==> config.mk <==
export PLATFORM = sky130hd
export DESIGN_NAME = sorted_array_linked_list
export DESIGN_NICKNAME = d
export VERILOG_FILES = /design/src/design/sal_pkg.sv /design/src/design/sal_datapath.sv /design/src/design/sal_controller.sv /design/src/design/sorted_array_linked_list.sv
export SDC_FILE = /design/constraint.sdc
export NUM_CORES = 1
export LEC_CHECK = 0
export BUFFER_PORTS_ARGS = -buffer_cell sky130_fd_sc_hd__buf_2
export CAP_MARGIN = 20
export CORE_MARGIN = 4
export CORE_UTILIZATION = 45
export CTS_BUF_LIST = sky130_fd_sc_hd__clkbuf_8 sky130_fd_sc_hd__clkbuf_16
export DETAILED_ROUTE_END_ITERATION = 10
export PLACE_DENSITY = 0.63
export SETUP_SLACK_MARGIN = 0.5
export SKIP_CTS_REPAIR_TIMING = 1
export SLEW_MARGIN = 10
export SYNTH_ARGS = -nofsm -noshare
export SYNTH_HDL_FRONTEND = slang
export SYNTH_SLANG_ARGS = --single-unit
==> constraint.sdc <==
create_clock -name clk -period 13.1 [get_ports clk]
set_input_delay 2.62 -clock clk [delete_from_list [all_inputs] [get_ports clk]]
set_output_delay 2.62 -clock clk [all_outputs]
set_load 0.05 [all_outputs]
==> src/design/sal_pkg.sv <==
package sal_pkg;

  localparam int POOL_DEPTH    = 8;
  localparam int PAYLOAD_WIDTH = 64;
  localparam int KEY_W         = 32;
  localparam int SLOT_FIELD_W  = 3;
  localparam int LINK_W        = $clog2(POOL_DEPTH + 1);
  localparam int SLOT_W        = $clog2(POOL_DEPTH);

  localparam logic [LINK_W-1:0] LINK_NULL = LINK_W'(POOL_DEPTH);

  localparam logic KIND_INSERT = 1'b0;
  localparam logic KIND_SEARCH = 1'b1;

  typedef struct packed {
    logic                     kind;
    logic signed [KEY_W-1:0]  key;
    logic [PAYLOAD_WIDTH-1:0] payload;
  } sal_in_t;

  typedef struct packed {
    logic                    accepted;
    logic                    found;
    logic [SLOT_FIELD_W-1:0] slot;
  } sal_out_t;

  typedef struct packed {
    logic accept;
    logic step;
    logic splice;
    logic load_out;
    logic link_sel_fresh;
  } sal_cmd_t;

  typedef struct packed {
    logic walk_stop;
    logic is_insert;
    logic refused;
    logic out_full;
  } sal_sts_t;

  // Reported slot is the link value cut or widened to the output field.
  function automatic logic [SLOT_FIELD_W-1:0] to_slot(input logic [LINK_W-1:0] link);
    logic [LINK_W+SLOT_FIELD_W-1:0] wide;
    wide = {SLOT_FIELD_W'(0), link};
    return wide[SLOT_FIELD_W-1:0];
  endfunction

endpackage

==> src/design/sal_datapath.sv <==
module sal_datapath (
  input  logic              clk,
  input  logic              rst_n,
  input  sal_pkg::sal_in_t  in_data,
  input  sal_pkg::sal_cmd_t cmd,
  input  logic              out_stall,
  output sal_pkg::sal_sts_t sts,
  output logic              out_valid,
  output sal_pkg::sal_out_t out_data
);

  localparam int D  = sal_pkg::POOL_DEPTH;
  localparam int LW = sal_pkg::LINK_W;
  localparam int SW = sal_pkg::SLOT_W;

  logic signed [sal_pkg::KEY_W-1:0]  keys_r  [D];
  logic [sal_pkg::PAYLOAD_WIDTH-1:0] pays_r  [D];
  logic [LW-1:0]                     links_r [D];

  logic [LW-1:0] head_r, free_r, cur_r, prev_r, steps_r, fresh_r;
  logic          kind_r, refused_r, out_valid_r;
  logic signed [sal_pkg::KEY_W-1:0]  key_r;
  logic [sal_pkg::PAYLOAD_WIDTH-1:0] pay_r;
  sal_pkg::sal_out_t                 out_r;

  logic [LW-1:0] link_addr, link_rd, follow_nxt;
  logic          cur_null, key_hit, key_less;
  logic signed [sal_pkg::KEY_W-1:0] key_rd;
  sal_pkg::sal_out_t res;

  assign link_addr = cmd.link_sel_fresh ? fresh_r : cur_r;
  assign link_rd   = links_r[link_addr[SW-1:0]];
  // A null pointer or a damaged link both end the walk.
  assign follow_nxt = (link_addr >= sal_pkg::LINK_NULL || link_rd >= sal_pkg::LINK_NULL) ?
                      sal_pkg::LINK_NULL : link_rd;

  assign cur_null = cur_r >= sal_pkg::LINK_NULL;
  assign key_rd   = keys_r[cur_r[SW-1:0]];
  assign key_hit  = key_rd == key_r;
  assign key_less = key_rd < key_r;

  always_comb begin
    sts.is_insert = kind_r == sal_pkg::KIND_INSERT;
    sts.refused   = refused_r;
    sts.out_full  = out_valid_r && out_stall;
    sts.walk_stop = cur_null || steps_r == sal_pkg::LINK_NULL ||
                    (kind_r == sal_pkg::KIND_SEARCH ? key_hit : !key_less);
  end

  always_comb begin
    res = '0;
    if (kind_r == sal_pkg::KIND_SEARCH) begin
      if (!cur_null && key_hit) begin
        res.found = 1'b1;
        res.slot  = sal_pkg::to_slot(cur_r);
      end
    end else if (!refused_r) begin
      res.accepted = 1'b1;
      res.slot     = sal_pkg::to_slot(fresh_r);
    end
  end

  always_ff @(posedge clk) begin
    if (!rst_n) begin
      head_r      <= sal_pkg::LINK_NULL;
      free_r      <= '0;
      out_valid_r <= 1'b0;
      for (int i = 0; i < D; i++) begin
        links_r[i] <= LW'(i + 1);
      end
    end else begin
      if (cmd.load_out) begin
        out_valid_r <= 1'b1;
      end else if (!out_stall) begin
        out_valid_r <= 1'b0;
      end
      if (cmd.splice) begin
        free_r <= follow_nxt;
        if (prev_r >= sal_pkg::LINK_NULL) begin
          head_r <= fresh_r;
        end else begin
          links_r[prev_r[SW-1:0]] <= fresh_r;
        end
        links_r[fresh_r[SW-1:0]] <= cur_r;
      end
    end
  end

  always_ff @(posedge clk) begin
    if (cmd.accept) begin
      kind_r    <= in_data.kind;
      key_r     <= in_data.key;
      pay_r     <= in_data.payload;
      cur_r     <= (head_r >= sal_pkg::LINK_NULL) ? sal_pkg::LINK_NULL : head_r;
      prev_r    <= sal_pkg::LINK_NULL;
      steps_r   <= '0;
      fresh_r   <= free_r;
      refused_r <= in_data.kind == sal_pkg::KIND_INSERT && free_r >= sal_pkg::LINK_NULL;
    end else if (cmd.step) begin
      prev_r  <= cur_r;
      cur_r   <= follow_nxt;
      steps_r <= steps_r + 1'b1;
    end
    if (cmd.splice) begin
      keys_r[fresh_r[SW-1:0]] <= key_r;
      pays_r[fresh_r[SW-1:0]] <= pay_r;
    end
    if (cmd.load_out) begin
      out_r <= res;
    end
  end

  assign out_valid = out_valid_r;
  assign out_data  = out_r;

endmodule

==> src/design/sal_controller.sv <==
module sal_controller (
  input  logic              clk,
  input  logic              rst_n,
  input  logic              in_valid,
  input  sal_pkg::sal_sts_t sts,
  output logic              in_stall,
  output sal_pkg::sal_cmd_t cmd
);

  localparam logic [1:0] S_IDLE   = 2'd0;
  localparam logic [1:0] S_WALK   = 2'd1;
  localparam logic [1:0] S_SPLICE = 2'd2;
  localparam logic [1:0] S_FIN    = 2'd3;

  logic [1:0] state_r, state_nxt;

  assign in_stall = state_r != S_IDLE;

  always_comb begin
    state_nxt = state_r;
    cmd       = '0;
    unique case (state_r)
      S_IDLE: begin
        if (in_valid) begin
          cmd.accept = 1'b1;
          state_nxt  = S_WALK;
        end
      end
      S_WALK: begin
        if (sts.refused) begin
          state_nxt = S_FIN;
        end else if (sts.walk_stop) begin
          state_nxt = sts.is_insert ? S_SPLICE : S_FIN;
        end else begin
          cmd.step = 1'b1;
        end
      end
      S_SPLICE: begin
        cmd.splice         = 1'b1;
        cmd.link_sel_fresh = 1'b1;
        state_nxt          = S_FIN;
      end
      S_FIN: begin
        // Wait until the output register is free or being emptied.
        if (!sts.out_full) begin
          cmd.load_out = 1'b1;
          state_nxt    = S_IDLE;
        end
      end
      default: state_nxt = S_IDLE;
    endcase
  end

  always_ff @(posedge clk) begin
    if (!rst_n) begin
      state_r <= S_IDLE;
    end else begin
      state_r <= state_nxt;
    end
  end

endmodule

==> src/design/sorted_array_linked_list.sv <==
// Channel  Direction  Handshake            Payload
// in_      input      in_valid/in_stall    kind, key, payload (sal_in_t)
// out_     output     out_valid/out_stall  accepted, found, slot (sal_out_t)
//
// One transaction at a time: accept, walk one list entry per cycle (up to
// POOL_DEPTH entries), splice the new entry in for inserts, then load the
// result once the output register is free or being emptied.
// Reset is synchronous; the free list is chained and the list is empty at once.
// A stalled result waits in the output register while the next transaction
// is taken and walked; that next result is held back until the register drains.
module sorted_array_linked_list (
  input  logic              clk,
  input  logic              rst_n,
  input  logic              in_valid,
  output logic              in_stall,
  input  sal_pkg::sal_in_t  in_data,
  output logic              out_valid,
  input  logic              out_stall,
  output sal_pkg::sal_out_t out_data
);

  sal_pkg::sal_cmd_t cmd;
  sal_pkg::sal_sts_t sts;

  sal_controller u_ctrl (
    .clk      (clk),
    .rst_n    (rst_n),
    .in_valid (in_valid),
    .sts      (sts),
    .in_stall (in_stall),
    .cmd      (cmd)
  );

  sal_datapath u_dp (
    .clk       (clk),
    .rst_n     (rst_n),
    .in_data   (in_data),
    .cmd       (cmd),
    .out_stall (out_stall),
    .sts       (sts),
    .out_valid (out_valid),
    .out_data  (out_data)
  );

endmodule

==> impl_results.md <==
* Outcome: complete, no violations
* Clk buf depth at 3
* Drt drc at 0
* Worst Max-Slew Pin Slew at 976 ps
* Initial antenna violation count at 0
* Post-route antenna net violation count at 0
* Syn avg cell area at 17.5 sq um
* Crit share post-route at 37.3%
* Top post-synthesis cells by area: edfxtp_1 (67%), mux4_2 (9.6%), ha_1 (3.3%)
* Final worst slack at 8220 ps
* Filler cells at 2683
* Critical path arrival at 5280 ps
* Worst Hold Class: flip-flop to flip-flop
* Vias per inst at 5.50
* Fin area at 17000 sq um
* Core outline area at 32700 sq um
* Clock Skew at 23.7 ps
* Clock sink count at 357
* Max cap viols at 0
* CTS tree: done
* TNS Setup at 0 ps
* Warnings, synthesis at 0
* Most frequent cell after synthesis: edfxtp_1
* Worst Path Required at 13500 ps
* Fmax achieved at 0.205 GHz
* Static leakage at 0.00580 uW
* Slew margin rel. at 34.9%
* Hold worst-path end: u_dp.fresh_r[2]
* Io pins at 108
* Die Ht at 191 um
* DP Area at 15800 sq um
* Post-DP HPWL at 16.8 mm
* WL final at 30.1 mm
* Mapped Nets at 999
* Overall routing resource usage at 16.9%
* Largest net degree at the start of global routing at 65
* Area leader, netlist: edfxtp_1
* Clk_lat worst skew at 520 ps
* Overflow after GRT at 0
* Pre-antenna DRT Iters at 5
* PwrDens at 206 nW/um^2
* H-tree depth at 2
* Commonest cells post-synth: edfxtp_1 (335), mux4_2 (64), nand2_1 (52), inv_1 (47), ha_1 (39)
* FF+latch count, synth at 357
* N_diodes at 0
* Placed Cells at 1320
* First-pass GRT wire length at 46.6 mm
* Max VDD drop at 0.000100 V
* DRT iter0 DRCs at 599
* Sequential cell area at 10500 sq um
* Tmin final at 4880 ps
* P&R area growth vs syn at 13.3%
* Crit-path max FO at 33
* # nets final at 1058
* Register area share after synthesis at 70.0%
* Mapped Area at 15000 sq um
* R2R cell count at 11
* Critical path startpoint category: flip-flop
* Setup repair after global routing missed its margin: no
* Die ar. at 36300 sq um
* Clock Root Buffer: clkbuf_16
* Layout cell share with drive strength beyond 1 at 25.1%
* Unique masters post-synth at 60
* WL per Instance at 21.7 um
* Asr flop ratio synth at 0%
* Post-synth EDFFs at 335
* Area share of the leading cell type in the synthesized netlist at 67.0%
* Vias in the first global route at 7857
* Port Buffers at 43
* Max Slew Vio Count at 0
* Hold path start: u_dp.free_r[2]
* Initial Util at 45.9%
* Placement Setup Slack at 8120 ps
* Core Rows at 66
* Primary FF master, synth: edfxtp_1
* Worst-path clk slew at 60 ps
* R2R setup slack at 8220 ps
* DIE WIDTH at 191 um
* # setup viols final at 0
* Fin cells at 1387
* Kind of critical path: flip-flop to flip-flop
* Hold Vio Cnt, Final at 0
* Cts bufs inserted at 38
* Critical path capture point type: flip-flop
* Vias at 7626
* Area of the multi-input gates at 4210 sq um
* Hold path depth at 0
* RePlAce Congestion at 0.871
* Synth Instances at 859
[registers in the layout (all words and copies together), names as in the netlist, named ones only]
name and flops:
u_dp.steps_r 4, u_dp.links_r 32, u_dp.refused_r 1, u_dp.free_r 4, u_dp.keys_r 256, u_dp.cur_r 4
u_dp.prev_r 4, u_dp.out_data 5, u_dp.head_r 4, u_dp.out_valid 1, u_dp.fresh_r 4, u_ctrl.state_r 2
u_dp.kind_r 1, u_dp.key_r 32
[how the worst max path moves through the flow]
stage                          to  cells after the start
2_1_floorplan  u_dp.links_r[4][2]                      7
3_3_place_gp            flip-flop                     11
3_5_place_dp            flip-flop                     11
4_1_cts                 flip-flop                     11
5_1_grt                 flip-flop                     11
6_report                flip-flop                     11
[layout make-up]
class / instances / area share, %
Clock inverter: 25 / 1.21
Inverter: 48 / 1.06
Multi-Input combinational cell: 417 / 24.7
Tap cell: 442 / 3.25
Sequential cell: 357 / 61.8
Clock buffer: 42 / 6.11
Timing Repair Buffer: 56 / 1.84
[critical path, cell delays in order, from the launching register on]
cell and delay, ps:
dfxtp_4 790, buf_4 680, mux4_2 580, mux2_2 280, ha_1 320, nand4_1 230, nor4_2 460, a21boi_2 280
o311ai_2 160, and4_1 430, nor2_8 200, mux2_4 320
[per-layer routing]
| metal | share of wire, % | up-vias | GRT usage [%] |
|---|---|---|---|
| li1 | - | 3508 | - |
| met1 | 45 | 3879 | 23.9 |
| met2 | 48 | 193 | 27.4 |
| met3 | 5.2 | 46 | 3.06 |
| met4 | 2.1 | 0 | 4.23 |
| met5 | 0 | - | 0 |
[placed cells by master, fill, tap and decap left out, types with 12 or more instances in the layout]
cell type and n:
a21oi_1 25, nand3_1 12, edfxtp_1 335, mux4_2 64, inv_1 57, ha_1 39, nand2_1 52, buf_2 43
buf_4 13, dfxtp_1 19, mux2i_1 28, nor2_1 24, clkbuf_16 41, mux2_2 32
[power breakdown]
group          switching (uW)  internal (uW)  leakage (uW)
Sequential                155           1410       0.00322
Combinational             463            418       0.00193
Clock                     413            645      0.000654
[logic make-up (layout without fill, tap and decap cells)]
| kind of cell | count (synthesis) | after routing | synth area share (%) |
|---|---|---|---|
| DFF | 357 | 357 | 70.0 |
| xor gates and xnor gates | 1 | 1 | 0.0584 |
| and+or+nand+nor | 148 | 148 | 5.10 |
| buffers and inverters | 85 | 171 | 2.38 |
| AOI/OAI and AO/OA | 100 | 100 | 4.77 |
| muxes | 129 | 129 | 14.5 |
| adders and majority gates | 39 | 39 | 3.25 |
[through the flow]
step	power, uW	util (%)	hold WS [ps]
finish	3500	52.0	436
global route	3700	52.0	459
CTS	3550	52.0	433
detailed placement	2480	48.2	419
global placement	2470	48.2	416
floorplan	2230	-	408
Power figures use the tool's default switching activity.
